--- src/design/assert_macros.svh ---
// Assertion macros used by the month statistics design file.
`ifndef ASSERT_MACROS_SVH
`define ASSERT_MACROS_SVH

// Check a property on every clock edge outside reset.
`define BMMS_ASSERT(lbl, clk, rst_n, prop, msg) \
  lbl: assert property (@(posedge clk) disable iff (!rst_n) prop) else $error(msg);

// Check a property on every clock edge, reset included.
`define BMMS_ASSERT_ALWAYS(lbl, clk, prop, msg) \
  lbl: assert property (@(posedge clk) prop) else $error(msg);

`endif

--- src/design/bmms_pkg.sv ---
// Types, constants and the month length table for the month statistics block.
package bmms_pkg;

  localparam int NUM_BINS   = 12;
  localparam int BIN_W      = $clog2(NUM_BINS);
  localparam int YEAR_W     = 16;
  localparam int FIELD_W    = 8;
  localparam int T_W        = 8;
  localparam int CNT_W      = 16;
  localparam int SUM_W      = 24;
  localparam int MEAN_W     = 16;
  localparam int TOT_W      = 20;
  localparam int STATUS_W   = 2;
  localparam int CFG_IDX_W  = 2;
  localparam int CFG_DATA_W = 16;
  localparam int LEAP_BITS  = 2;   // leap period of 4 years
  localparam int FRAC_W     = 8;   // Q8.8 mean
  localparam int DIV_STEPS  = 16;
  localparam int STEP_W     = $clog2(DIV_STEPS);
  localparam int LEN_W      = 5;

  localparam logic [CNT_W-1:0]   BIN_FULL   = '1;
  localparam logic [TOT_W-1:0]   TOTAL_MAX  = '1;
  localparam logic [FIELD_W-1:0] HOUR_MAX   = 8'd23;
  localparam logic [FIELD_W-1:0] MINUTE_MAX = 8'd59;
  localparam logic [FIELD_W-1:0] MONTH_MIN  = 8'd1;
  localparam logic [FIELD_W-1:0] MONTH_MAX  = 8'(NUM_BINS);
  localparam logic [BIN_W-1:0]   BIN_FEB    = 4'd1;

  localparam logic signed [T_W-1:0] TEMP_LO_RST = -8'sd99;
  localparam logic signed [T_W-1:0] TEMP_HI_RST = 8'sd99;
  localparam logic [YEAR_W-1:0]     YEAR_LO_RST = 16'd1970;
  localparam logic [YEAR_W-1:0]     YEAR_HI_RST = 16'd2099;

  typedef enum logic [STATUS_W-1:0] {
    ST_OK      = 2'd0,
    ST_INVALID = 2'd1,
    ST_FULL    = 2'd2
  } status_t;

  typedef enum logic [CFG_IDX_W-1:0] {
    CFG_TEMP_LO = 2'd0,
    CFG_TEMP_HI = 2'd1,
    CFG_YEAR_LO = 2'd2,
    CFG_YEAR_HI = 2'd3
  } cfg_idx_t;

  // Days in the month held by a bin; February grows by one in a leap year.
  function automatic logic [LEN_W-1:0] month_len(input logic [BIN_W-1:0] bin,
                                                 input logic leap);
    logic [LEN_W-1:0] len;
    case (bin)
      4'd0, 4'd2, 4'd4, 4'd6, 4'd7, 4'd9, 4'd11: len = 5'd31;
      4'd1:                                      len = leap ? 5'd29 : 5'd28;
      4'd3, 4'd5, 4'd8, 4'd10:                   len = 5'd30;
      default:                                   len = 5'd0;
    endcase
    return len;
  endfunction

endpackage

--- src/design/bmms_ifs.sv ---
// Record and result channel interfaces for the month statistics block.
interface bmms_in_if;
  logic                                valid;
  logic                                ready;
  logic [bmms_pkg::YEAR_W-1:0]         rec_year;
  logic [bmms_pkg::FIELD_W-1:0]        rec_month;
  logic [bmms_pkg::FIELD_W-1:0]        rec_day;
  logic [bmms_pkg::FIELD_W-1:0]        rec_hour;
  logic [bmms_pkg::FIELD_W-1:0]        rec_minute;
  logic signed [bmms_pkg::T_W-1:0]     reading;

  modport source (output valid, rec_year, rec_month, rec_day, rec_hour, rec_minute,
                  reading, input ready);
  modport sink (input valid, rec_year, rec_month, rec_day, rec_hour, rec_minute,
                reading, output ready);
endinterface

interface bmms_out_if;
  logic                                valid;
  logic                                ready;
  bmms_pkg::status_t                   status;
  logic [bmms_pkg::CNT_W-1:0]          bin_count_out;
  logic signed [bmms_pkg::T_W-1:0]     bin_minimum;
  logic signed [bmms_pkg::T_W-1:0]     bin_maximum;
  logic signed [bmms_pkg::MEAN_W-1:0]  bin_mean;
  logic signed [bmms_pkg::T_W-1:0]     year_minimum;
  logic signed [bmms_pkg::T_W-1:0]     year_maximum;
  logic [bmms_pkg::TOT_W-1:0]          accepted_count;

  modport source (output valid, status, bin_count_out, bin_minimum, bin_maximum,
                  bin_mean, year_minimum, year_maximum, accepted_count, input ready);
  modport sink (input valid, status, bin_count_out, bin_minimum, bin_maximum,
                bin_mean, year_minimum, year_maximum, accepted_count, output ready);
endinterface

--- src/design/binned_min_max_mean_stats.sv ---
// Month binned temperature statistics: validation, bin update and Q8.8 mean divider.
//
// Usage
//   in_ch  : one temperature record per word (year, month, day, hour, minute,
//            reading). in_ch.ready is high only while the block is idle.
//   out_ch : one result word per record: status, the month bin's count, min,
//            max and Q8.8 mean after the update, year min/max, accepted total.
//   cfg_*  : write port for the temperature and year limits, written while idle.
// Operation
//   After acceptance a record passes through check and reload, then the shared
//   shift-subtract divider that forms sum*256/count, one quotient bit a cycle,
//   and then finish, where the result is loaded. The divider is skipped when the
//   bin is empty or the month is out of range. The next record is taken only
//   after the result of the last one is loaded.
// Reset
//   rst_n clears all bins, the year extremes and the total and sets the limits to
//   their defaults; no clearing pass is needed.
// Back-pressure
//   A result waits in the output register until out_ch.ready; the next record
//   is still taken and held in its finish step until the register is free.
`include "assert_macros.svh"

module binned_min_max_mean_stats (
  input  logic                                clk,
  input  logic                                rst_n,
  input  logic                                cfg_we,
  input  logic [bmms_pkg::CFG_IDX_W-1:0]      cfg_index,
  input  logic [bmms_pkg::CFG_DATA_W-1:0]     cfg_wdata,
  bmms_in_if.sink                             in_ch,
  bmms_out_if.source                          out_ch
);

  typedef enum logic [2:0] {
    S_IDLE,
    S_CHECK,
    S_LOAD,
    S_DIV,
    S_FIN
  } state_t;

  state_t state_r, state_nxt;

  // Limit registers
  logic signed [bmms_pkg::T_W-1:0] temp_lo_r, temp_hi_r;
  logic [bmms_pkg::YEAR_W-1:0]     year_lo_r, year_hi_r;

  // Held record
  logic [bmms_pkg::YEAR_W-1:0]     year_r;
  logic [bmms_pkg::FIELD_W-1:0]    month_r, day_r, hour_r, minute_r;
  logic signed [bmms_pkg::T_W-1:0] reading_r;

  // Bin store and year statistics
  logic [bmms_pkg::CNT_W-1:0]        cnt_mem_r [bmms_pkg::NUM_BINS];
  logic signed [bmms_pkg::SUM_W-1:0] sum_mem_r [bmms_pkg::NUM_BINS];
  logic signed [bmms_pkg::T_W-1:0]   min_mem_r [bmms_pkg::NUM_BINS];
  logic signed [bmms_pkg::T_W-1:0]   max_mem_r [bmms_pkg::NUM_BINS];
  logic signed [bmms_pkg::T_W-1:0]   ymin_r, ymax_r;
  logic [bmms_pkg::TOT_W-1:0]        total_r;

  // Work registers
  bmms_pkg::status_t               status_r;
  logic                            have_bin_r;
  logic [bmms_pkg::BIN_W-1:0]      bin_r;
  logic [bmms_pkg::CNT_W-1:0]      w_cnt_r;
  logic signed [bmms_pkg::T_W-1:0] w_min_r, w_max_r;
  logic                            neg_r;
  logic [bmms_pkg::CNT_W-1:0]      rem_r;
  logic [bmms_pkg::MEAN_W-1:0]     quo_r;
  logic [bmms_pkg::STEP_W-1:0]     step_r;

  // Output register
  logic                              out_valid_r;
  bmms_pkg::status_t                 o_status_r;
  logic [bmms_pkg::CNT_W-1:0]        o_cnt_r;
  logic signed [bmms_pkg::T_W-1:0]   o_min_r, o_max_r, o_ymin_r, o_ymax_r;
  logic signed [bmms_pkg::MEAN_W-1:0] o_mean_r;
  logic [bmms_pkg::TOT_W-1:0]        o_total_r;

  // ---------------------------------------------------------------------
  // Record check and bin update terms (used in S_CHECK)
  // ---------------------------------------------------------------------
  logic                              have_bin;
  logic [bmms_pkg::BIN_W-1:0]        bin_sel;
  logic [bmms_pkg::LEN_W-1:0]        day_limit;
  logic                              rec_valid;
  logic [bmms_pkg::CNT_W-1:0]        cur_cnt;
  logic signed [bmms_pkg::SUM_W-1:0] cur_sum;
  logic signed [bmms_pkg::T_W-1:0]   cur_min, cur_max;
  bmms_pkg::status_t                 status_c;
  logic signed [bmms_pkg::SUM_W-1:0] reading_ext;

  assign have_bin = (month_r >= bmms_pkg::MONTH_MIN) && (month_r <= bmms_pkg::MONTH_MAX);
  assign bin_sel  = have_bin ? (month_r[bmms_pkg::BIN_W-1:0] - 4'd1) : '0;
  // Leap February every fourth year
  assign day_limit = bmms_pkg::month_len(bin_sel,
                                         year_r[bmms_pkg::LEAP_BITS-1:0] == '0);

  assign rec_valid = (reading_r >= temp_lo_r) && (reading_r <= temp_hi_r) &&
                     (year_r >= year_lo_r) && (year_r <= year_hi_r) &&
                     (minute_r <= bmms_pkg::MINUTE_MAX) &&
                     (hour_r <= bmms_pkg::HOUR_MAX) && have_bin &&
                     (day_r <= {3'b000, day_limit});

  assign cur_cnt = cnt_mem_r[bin_sel];
  assign cur_sum = sum_mem_r[bin_sel];
  assign cur_min = min_mem_r[bin_sel];
  assign cur_max = max_mem_r[bin_sel];
  assign reading_ext = {{(bmms_pkg::SUM_W-bmms_pkg::T_W){reading_r[bmms_pkg::T_W-1]}},
                        reading_r};

  always_comb begin
    if (!rec_valid) begin
      status_c = bmms_pkg::ST_INVALID;
    end else if (cur_cnt == bmms_pkg::BIN_FULL) begin
      status_c = bmms_pkg::ST_FULL;
    end else begin
      status_c = bmms_pkg::ST_OK;
    end
  end

  // ---------------------------------------------------------------------
  // Divider set-up from the updated bin (used in S_LOAD)
  // ---------------------------------------------------------------------
  logic [bmms_pkg::CNT_W-1:0]        ld_cnt;
  logic signed [bmms_pkg::SUM_W-1:0] ld_sum;
  logic [bmms_pkg::SUM_W-1:0]        ld_mag;
  logic [bmms_pkg::SUM_W+bmms_pkg::FRAC_W-1:0] dividend;

  assign ld_cnt   = have_bin_r ? cnt_mem_r[bin_r] : '0;
  assign ld_sum   = sum_mem_r[bin_r];
  assign ld_mag   = ld_sum[bmms_pkg::SUM_W-1] ? (~ld_sum + 1'b1) : ld_sum;
  assign dividend = {ld_mag, {bmms_pkg::FRAC_W{1'b0}}};

  // ---------------------------------------------------------------------
  // Shared shift-subtract step: one quotient bit a cycle
  // ---------------------------------------------------------------------
  logic [bmms_pkg::CNT_W:0] div_sh;
  logic                     div_ge;
  logic [bmms_pkg::CNT_W:0] div_diff;

  assign div_sh   = {rem_r, quo_r[bmms_pkg::MEAN_W-1]};
  assign div_diff = div_sh - {1'b0, w_cnt_r};
  assign div_ge   = div_sh >= {1'b0, w_cnt_r};

  logic                              out_free;
  logic signed [bmms_pkg::MEAN_W-1:0] mean_c;

  assign out_free = !out_valid_r || out_ch.ready;
  assign mean_c   = (w_cnt_r == '0) ? '0 :
                    (neg_r ? (~quo_r + 1'b1) : quo_r);

  // Sequencer
  always_comb begin
    state_nxt = state_r;
    case (state_r)
      S_IDLE:  if (in_ch.valid) state_nxt = S_CHECK;
      S_CHECK: state_nxt = S_LOAD;
      S_LOAD:  state_nxt = (ld_cnt == '0) ? S_FIN : S_DIV;
      S_DIV:   if (step_r == bmms_pkg::STEP_W'(bmms_pkg::DIV_STEPS - 1)) state_nxt = S_FIN;
      S_FIN:   if (out_free) state_nxt = S_IDLE;
      default: state_nxt = S_IDLE;
    endcase
  end

  always_ff @(posedge clk) begin
    if (!rst_n) begin
      state_r     <= S_IDLE;
      out_valid_r <= 1'b0;
      temp_lo_r   <= bmms_pkg::TEMP_LO_RST;
      temp_hi_r   <= bmms_pkg::TEMP_HI_RST;
      year_lo_r   <= bmms_pkg::YEAR_LO_RST;
      year_hi_r   <= bmms_pkg::YEAR_HI_RST;
      for (int i = 0; i < bmms_pkg::NUM_BINS; i++) begin
        cnt_mem_r[i] <= '0;
        sum_mem_r[i] <= '0;
        min_mem_r[i] <= '0;
        max_mem_r[i] <= '0;
      end
      ymin_r  <= '0;
      ymax_r  <= '0;
      total_r <= '0;
    end else begin
      state_r <= state_nxt;

      // Limit writes
      if (cfg_we) begin
        case (bmms_pkg::cfg_idx_t'(cfg_index))
          bmms_pkg::CFG_TEMP_LO: temp_lo_r <= cfg_wdata[bmms_pkg::T_W-1:0];
          bmms_pkg::CFG_TEMP_HI: temp_hi_r <= cfg_wdata[bmms_pkg::T_W-1:0];
          bmms_pkg::CFG_YEAR_LO: year_lo_r <= cfg_wdata[bmms_pkg::YEAR_W-1:0];
          bmms_pkg::CFG_YEAR_HI: year_hi_r <= cfg_wdata[bmms_pkg::YEAR_W-1:0];
          default: ;
        endcase
      end

      // Drop the result once taken; the finish step reloads it instead
      if (out_valid_r && out_ch.ready && state_r != S_FIN) out_valid_r <= 1'b0;

      case (state_r)
        S_IDLE: begin
          // Hold the record for the check
          if (in_ch.valid) begin
            year_r    <= in_ch.rec_year;
            month_r   <= in_ch.rec_month;
            day_r     <= in_ch.rec_day;
            hour_r    <= in_ch.rec_hour;
            minute_r  <= in_ch.rec_minute;
            reading_r <= in_ch.reading;
          end
        end
        S_CHECK: begin
          status_r   <= status_c;
          have_bin_r <= have_bin;
          bin_r      <= bin_sel;
          if (status_c == bmms_pkg::ST_OK) begin
            cnt_mem_r[bin_sel] <= cur_cnt + 1'b1;
            sum_mem_r[bin_sel] <= cur_sum + reading_ext;
            if (cur_cnt == '0 || reading_r < cur_min) min_mem_r[bin_sel] <= reading_r;
            if (cur_cnt == '0 || reading_r > cur_max) max_mem_r[bin_sel] <= reading_r;
            if (total_r == '0 || reading_r < ymin_r) ymin_r <= reading_r;
            if (total_r == '0 || reading_r > ymax_r) ymax_r <= reading_r;
            if (total_r != bmms_pkg::TOTAL_MAX) total_r <= total_r + 1'b1;
          end
        end
        S_LOAD: begin
          // Read back the updated bin and seed the divider
          w_cnt_r <= ld_cnt;
          w_min_r <= have_bin_r ? min_mem_r[bin_r] : '0;
          w_max_r <= have_bin_r ? max_mem_r[bin_r] : '0;
          neg_r   <= ld_sum[bmms_pkg::SUM_W-1];
          rem_r   <= dividend[bmms_pkg::SUM_W+bmms_pkg::FRAC_W-1 -: bmms_pkg::CNT_W];
          quo_r   <= dividend[bmms_pkg::MEAN_W-1:0];
          step_r  <= '0;
        end
        S_DIV: begin
          // Advance one quotient bit
          rem_r  <= div_ge ? div_diff[bmms_pkg::CNT_W-1:0] : div_sh[bmms_pkg::CNT_W-1:0];
          quo_r  <= {quo_r[bmms_pkg::MEAN_W-2:0], div_ge};
          step_r <= step_r + 1'b1;
        end
        S_FIN: begin
          if (out_free) begin
            out_valid_r <= 1'b1;
            o_status_r  <= status_r;
            o_cnt_r     <= w_cnt_r;
            o_min_r     <= w_min_r;
            o_max_r     <= w_max_r;
            o_mean_r    <= mean_c;
            o_ymin_r    <= ymin_r;
            o_ymax_r    <= ymax_r;
            o_total_r   <= total_r;
          end
        end
        default: ;
      endcase
    end
  end

  assign in_ch.ready           = (state_r == S_IDLE);
  assign out_ch.valid          = out_valid_r;
  assign out_ch.status         = o_status_r;
  assign out_ch.bin_count_out  = o_cnt_r;
  assign out_ch.bin_minimum    = o_min_r;
  assign out_ch.bin_maximum    = o_max_r;
  assign out_ch.bin_mean       = o_mean_r;
  assign out_ch.year_minimum   = o_ymin_r;
  assign out_ch.year_maximum   = o_ymax_r;
  assign out_ch.accepted_count = o_total_r;

  `BMMS_ASSERT(a_accept_to_check, clk, rst_n, (in_ch.valid && in_ch.ready) |=> (state_r == S_CHECK), "accepted word did not enter the check step")
  `BMMS_ASSERT(a_result_from_fin, clk, rst_n, $rose(out_valid_r) |-> ($past(state_r) == S_FIN), "result loaded outside the finish step")
  `BMMS_ASSERT(a_ok_counts, clk, rst_n, (out_valid_r && o_status_r == bmms_pkg::ST_OK) |-> (o_total_r != '0), "accepted result with zero total")
  `BMMS_ASSERT(a_year_order, clk, rst_n, (ymin_r <= ymax_r), "year minimum above year maximum")

endmodule
--- src/flat_wrapper.sv ---
// flat-port wrapper written by rule: the top's interface ports become plain ports
module binned_min_max_mean_stats_flat 
  (clk, rst_n, cfg_we, cfg_index, cfg_wdata, in_ch_valid, in_ch_rec_year, in_ch_rec_month, in_ch_rec_day, in_ch_rec_hour, in_ch_rec_minute, in_ch_reading, in_ch_ready, out_ch_valid, out_ch_status, out_ch_bin_count_out, out_ch_bin_minimum, out_ch_bin_maximum, out_ch_bin_mean, out_ch_year_minimum, out_ch_year_maximum, out_ch_accepted_count, out_ch_ready);
  bmms_in_if in_ch_i ();
  bmms_out_if out_ch_i ();
  input  logic clk;
  input  logic rst_n;
  input  logic cfg_we;
  input  logic [bmms_pkg::CFG_IDX_W-1:0] cfg_index;
  input  logic [bmms_pkg::CFG_DATA_W-1:0] cfg_wdata;
  input wire logic [$bits(in_ch_i.valid)-1:0] in_ch_valid;
  input wire logic [$bits(in_ch_i.rec_year)-1:0] in_ch_rec_year;
  input wire logic [$bits(in_ch_i.rec_month)-1:0] in_ch_rec_month;
  input wire logic [$bits(in_ch_i.rec_day)-1:0] in_ch_rec_day;
  input wire logic [$bits(in_ch_i.rec_hour)-1:0] in_ch_rec_hour;
  input wire logic [$bits(in_ch_i.rec_minute)-1:0] in_ch_rec_minute;
  input wire logic [$bits(in_ch_i.reading)-1:0] in_ch_reading;
  output wire logic [$bits(in_ch_i.ready)-1:0] in_ch_ready;
  output wire logic [$bits(out_ch_i.valid)-1:0] out_ch_valid;
  output wire logic [$bits(out_ch_i.status)-1:0] out_ch_status;
  output wire logic [$bits(out_ch_i.bin_count_out)-1:0] out_ch_bin_count_out;
  output wire logic [$bits(out_ch_i.bin_minimum)-1:0] out_ch_bin_minimum;
  output wire logic [$bits(out_ch_i.bin_maximum)-1:0] out_ch_bin_maximum;
  output wire logic [$bits(out_ch_i.bin_mean)-1:0] out_ch_bin_mean;
  output wire logic [$bits(out_ch_i.year_minimum)-1:0] out_ch_year_minimum;
  output wire logic [$bits(out_ch_i.year_maximum)-1:0] out_ch_year_maximum;
  output wire logic [$bits(out_ch_i.accepted_count)-1:0] out_ch_accepted_count;
  input wire logic [$bits(out_ch_i.ready)-1:0] out_ch_ready;
  assign in_ch_i.valid = in_ch_valid;
  assign in_ch_i.rec_year = in_ch_rec_year;
  assign in_ch_i.rec_month = in_ch_rec_month;
  assign in_ch_i.rec_day = in_ch_rec_day;
  assign in_ch_i.rec_hour = in_ch_rec_hour;
  assign in_ch_i.rec_minute = in_ch_rec_minute;
  assign in_ch_i.reading = in_ch_reading;
  assign in_ch_ready = in_ch_i.ready;
  assign out_ch_valid = out_ch_i.valid;
  assign out_ch_status = out_ch_i.status;
  assign out_ch_bin_count_out = out_ch_i.bin_count_out;
  assign out_ch_bin_minimum = out_ch_i.bin_minimum;
  assign out_ch_bin_maximum = out_ch_i.bin_maximum;
  assign out_ch_bin_mean = out_ch_i.bin_mean;
  assign out_ch_year_minimum = out_ch_i.year_minimum;
  assign out_ch_year_maximum = out_ch_i.year_maximum;
  assign out_ch_accepted_count = out_ch_i.accepted_count;
  assign out_ch_i.ready = out_ch_ready;
  binned_min_max_mean_stats u_core (.clk(clk), .rst_n(rst_n), .cfg_we(cfg_we), .cfg_index(cfg_index), .cfg_wdata(cfg_wdata), .in_ch(in_ch_i), .out_ch(out_ch_i));
endmodule
--- config.mk ---
export PLATFORM = sky130hd
export DESIGN_NAME = binned_min_max_mean_stats_flat
export DESIGN_NICKNAME = d
export VERILOG_FILES = /design/src/design/bmms_pkg.sv /design/src/design/bmms_ifs.sv /design/src/design/binned_min_max_mean_stats.sv /design/src/flat_wrapper.sv
export VERILOG_INCLUDE_DIRS = /design/src /design/src/design
export SDC_FILE = /design/constraint.sdc
export NUM_CORES = 2
export LEC_CHECK = 0
export BUFFER_PORTS_ARGS = -buffer_cell sky130_fd_sc_hd__buf_2
export CORE_ASPECT_RATIO = 1.75
export CORE_MARGIN = 4
export CORE_UTILIZATION = 40
export CTS_CLUSTER_SIZE = 8
export DETAILED_ROUTE_END_ITERATION = 12
export PLACE_DENSITY = 0.58
export RECOVER_POWER = 100
export SYNTH_ARGS = -nofsm -noshare
export SYNTH_HDL_FRONTEND = slang
export SYNTH_SLANG_ARGS = --single-unit
--- constraint.sdc ---
create_clock -name clk -period 9.7 [get_ports clk]
set_clock_uncertainty 0.05 [all_clocks]
set_input_delay 0.97 -clock clk [delete_from_list [all_inputs] [get_ports clk]]
set_output_delay 0.97 -clock clk [all_outputs]
set_load 0.02 [all_outputs]
==> out/results.ini <==
[timing]
relSlewSlack_pct=-208
hold_viol=0
fmax_mhz=110
holdWs_ps=317
rsz0062_at_grt=false
finalSetupViolCount=0
tightest_slew_ps=4620
finalSetupTns_ps=0
fin_crit_ps=9090
finalCritPeriodShare_pct=93.7
slew_violations=995

[clock_network]
cts_hold_buffers=0
cts.path.max_buffers=3
clk_pin_slew_ps=60
clk_latency_ps=780
cts_htree_levels=4
cts_resized=0
cts_tree=built
clock-sinks=1201
root_buffer=clkbuf_16
cts_setup_buffers=0
cts_buffers=168

[detailed_routing]
num_vias=42900
via_per_inst=6.22
drc=0
drt_wl_total_mm=209
dr.pass1.iters=8
wl_per_cell_um=30.3
first_iter_violations=4561
antenna_left=0

[grt]
grt_pass1_wl_mm=297
grt_max_degree=94
first_global_vias=43900
grt_antenna_before_repair=15
grt-ovfl-total=0
grt_use_total_pct=26.3

[setup_path]
cp_max_fo=18
cp-start-kind=register
critPathKind=register to register
max_stage_delay_ps=1350
cpMaxStageDelayCell=clkbuf_1
end_kind=register
cpMostUsedCell=clkbuf_1
crit_chain=inv_1 > ha_1 > or4b_1 > nand3_1 > inv_1 > clkbuf_1 > a31oi_1 > ha_1 > nor2b_1 > o21a_1 > o21a_1 > o21ai_0 > a22oi_1 > a2111oi_0 > clkbuf_1 > o211ai_1 > a2111o_2 > nand2_1 > clkbuf_1
critPathRequiredTime_ps=10010
arrival_ps=9400

[synth]
ys_seq_elements=1201
synthArstFlopShare_pct=0
synth_cells=4703
ys_seq_area_share_pct=59.0
ys_types=72
ys.flop_type=edfxtp_1
synth_edf_count=1109
synth.avg_cell_area_um2=12.7
synth_area_um2=59600
synth_nets=4916
ys_warn_count=0

[floorplan]
die-height_um=519
ioPinCount=167
num_rows=187
die_w_um=300
initial_core_util_pct=40.2
dieArea_um2=155000
coreArea_um2=148000

[placement]
gp_congestion=0.866
dp_hpwl_mm=133
portBuffers=161
dp_cells=6657

[finish]
fill_cells=13400
multi_input_comb_area_um2=22500
layoutNonFillerInstCount=6897
nets=5056
areaGrowthSynthToFinish_pct=12.9
layout-drive-gt1-share_pct=14.0
register_area_um2=35200

[pwr]
ir_worst_vdd_mv=0.191
power.density_nw_per_um2=210
p_leak_nw=23.2

[status]
failed_checks=max-capacitance violations, max-slew violations
outcome=finished with violations

[job]
maxCapViolations=31

[min_path]
min_path_type=primary input to register

-- power by group --
part	internal (mW)	switching, mW
clock network	3.26	2.18
registers	5.96	0.171
logic	0.950	1.62
-- worst max-delay path: cells and delay by family, from the launching register on --
kind	cells	cell delay, ps
AO/OA/AOI/OAI	8	2680
AND/OR/NAND/NOR	4	2260
adder cells (fa/ha/maj)	2	450
buffers and inverters	5	2720
flip-flops	1	430
-- path summary, 6_finish.rpt --
| kind | start | end | slack [ps] | cells after the start |
|---|---|---|---|---|
| worst min-delay path | in_ch_rec_year[7] | u_core.year_r[7]$_DFFE_PP_ | 320 | 1 |
| worst min register to register | u_core.w_min_r[5]$_SDFFCE_PN0P_ | u_core.out_ch.bin_minimum[5]$_DFFE_PP_ | 360 | 0 |
| worst max-delay path | u_core.month_r[1]$_DFFE_PP_ | u_core.cnt_mem_r[11][7]$_SDFFCE_PN0P_ | 610 | 19 |
| worst max register to register | u_core.month_r[1]$_DFFE_PP_ | u_core.cnt_mem_r[11][7]$_SDFFCE_PN0P_ | 610 | 19 |
-- cell usage after synthesis, drive strengths merged (73+ instances only) --
cell type     n  area share, %
edfxtp     1109             56
nor2        726            4.6
mux4        281             11
clkbuf      265            1.7
nand2       249            1.6
a21oi       246            2.1
a22oi       184            2.3
o22ai       155            1.6
inv         154           0.97
o21ai       151            1.3
ha          132            2.8
and2        122            1.3
mux2i       113            1.9
buf          95           0.75
dfxtp        92            3.1
nor3         73           0.62
-- layout make-up --
type	instances	area share, %
multi-input cells	2988	33.5
clock buffers	225	6.82
inverters	154	0.859
diodes	6	0.0223
well taps	1984	3.69
repair buffers	330	2.68
flip-flops and latches	1201	52.3
clock inverters	9	0.175
-- stage by stage --
| stage | setup WS, ps | util, % | area [um^2] | total power, mW |
|---|---|---|---|---|
| 4_1_cts | 1400 | 45.7 | 67700 | 14.2 |
| 5_1_grt | 528 | 45.4 | 67300 | 14.6 |
| 3_5_place_dp | 1430 | 42.6 | 63000 | 8.75 |
| 6_report | 608 | 45.4 | 67300 | 14.1 |
| 2_1_floorplan | 1150 | - | 59600 | 7.82 |
| 3_3_place_gp | 1630 | 42.6 | 63000 | 8.72 |
-- logic make-up (layout without fill, tap and decap cells) --
family | Yosys count | in the layout | share of synthesized area [%]
AOI/OAI and AO/OA | 934 | 934 | 9.98
xor gates and xnor gates | 87 | 87 | 1.28
adders and majority gates | 134 | 134 | 2.84
buffers and inverters | 514 | 718 | 3.39
DFF | 1201 | 1201 | 59.0
muxes | 395 | 395 | 12.5
other | 0 | 6 | 0
and+or+nand+nor | 1438 | 1438 | 11.0
-- placed cells by master, fill, tap and decap left out, types with 89 or more instances in the layout --
| master | n |
|---|---|
| edfxtp_1 | 1109 |
| nor2_1 | 722 |
| mux4_2 | 281 |
| a21oi_1 | 244 |
| nand2_1 | 242 |
| clkbuf_1 | 207 |
| a22oi_1 | 184 |
| clkbuf_16 | 176 |
| o22ai_1 | 155 |
| inv_1 | 153 |
| o21ai_0 | 150 |
| ha_1 | 131 |
| mux2i_1 | 113 |
| dfxtp_1 | 89 |
-- sequential cells by signal, summed over array words and instances, names as in the netlist, 16 cells and up, named ones only --
name and flops:
u_core.out_ch.accepted_count 20, u_core.quo_r 16, u_core.w_cnt_r 16, u_core.year_hi_r 16
u_core.sum_mem_r 384, u_core.year_r 16, u_core.max_mem_r 128, u_core.rem_r 16
u_core.min_mem_r 128, u_core.cnt_mem_r 256, u_core.year_lo_r 16, u_core.total_r 20
u_core.out_ch.bin_count_out 16, u_core.out_ch.bin_mean 16
-- per-layer routing --
metal / wire length (um) / vias to the layer above / track usage, %
met5: 71 / - / 0
met4: 17700 / 10 / 18.3
met3: 16100 / 808 / 4.94
met2: 109000 / 2479 / 47.9
met1: 66800 / 21500 / 26.9
li1: - / 18100 / -
Note: power is estimated with default switching activity, not from simulation.
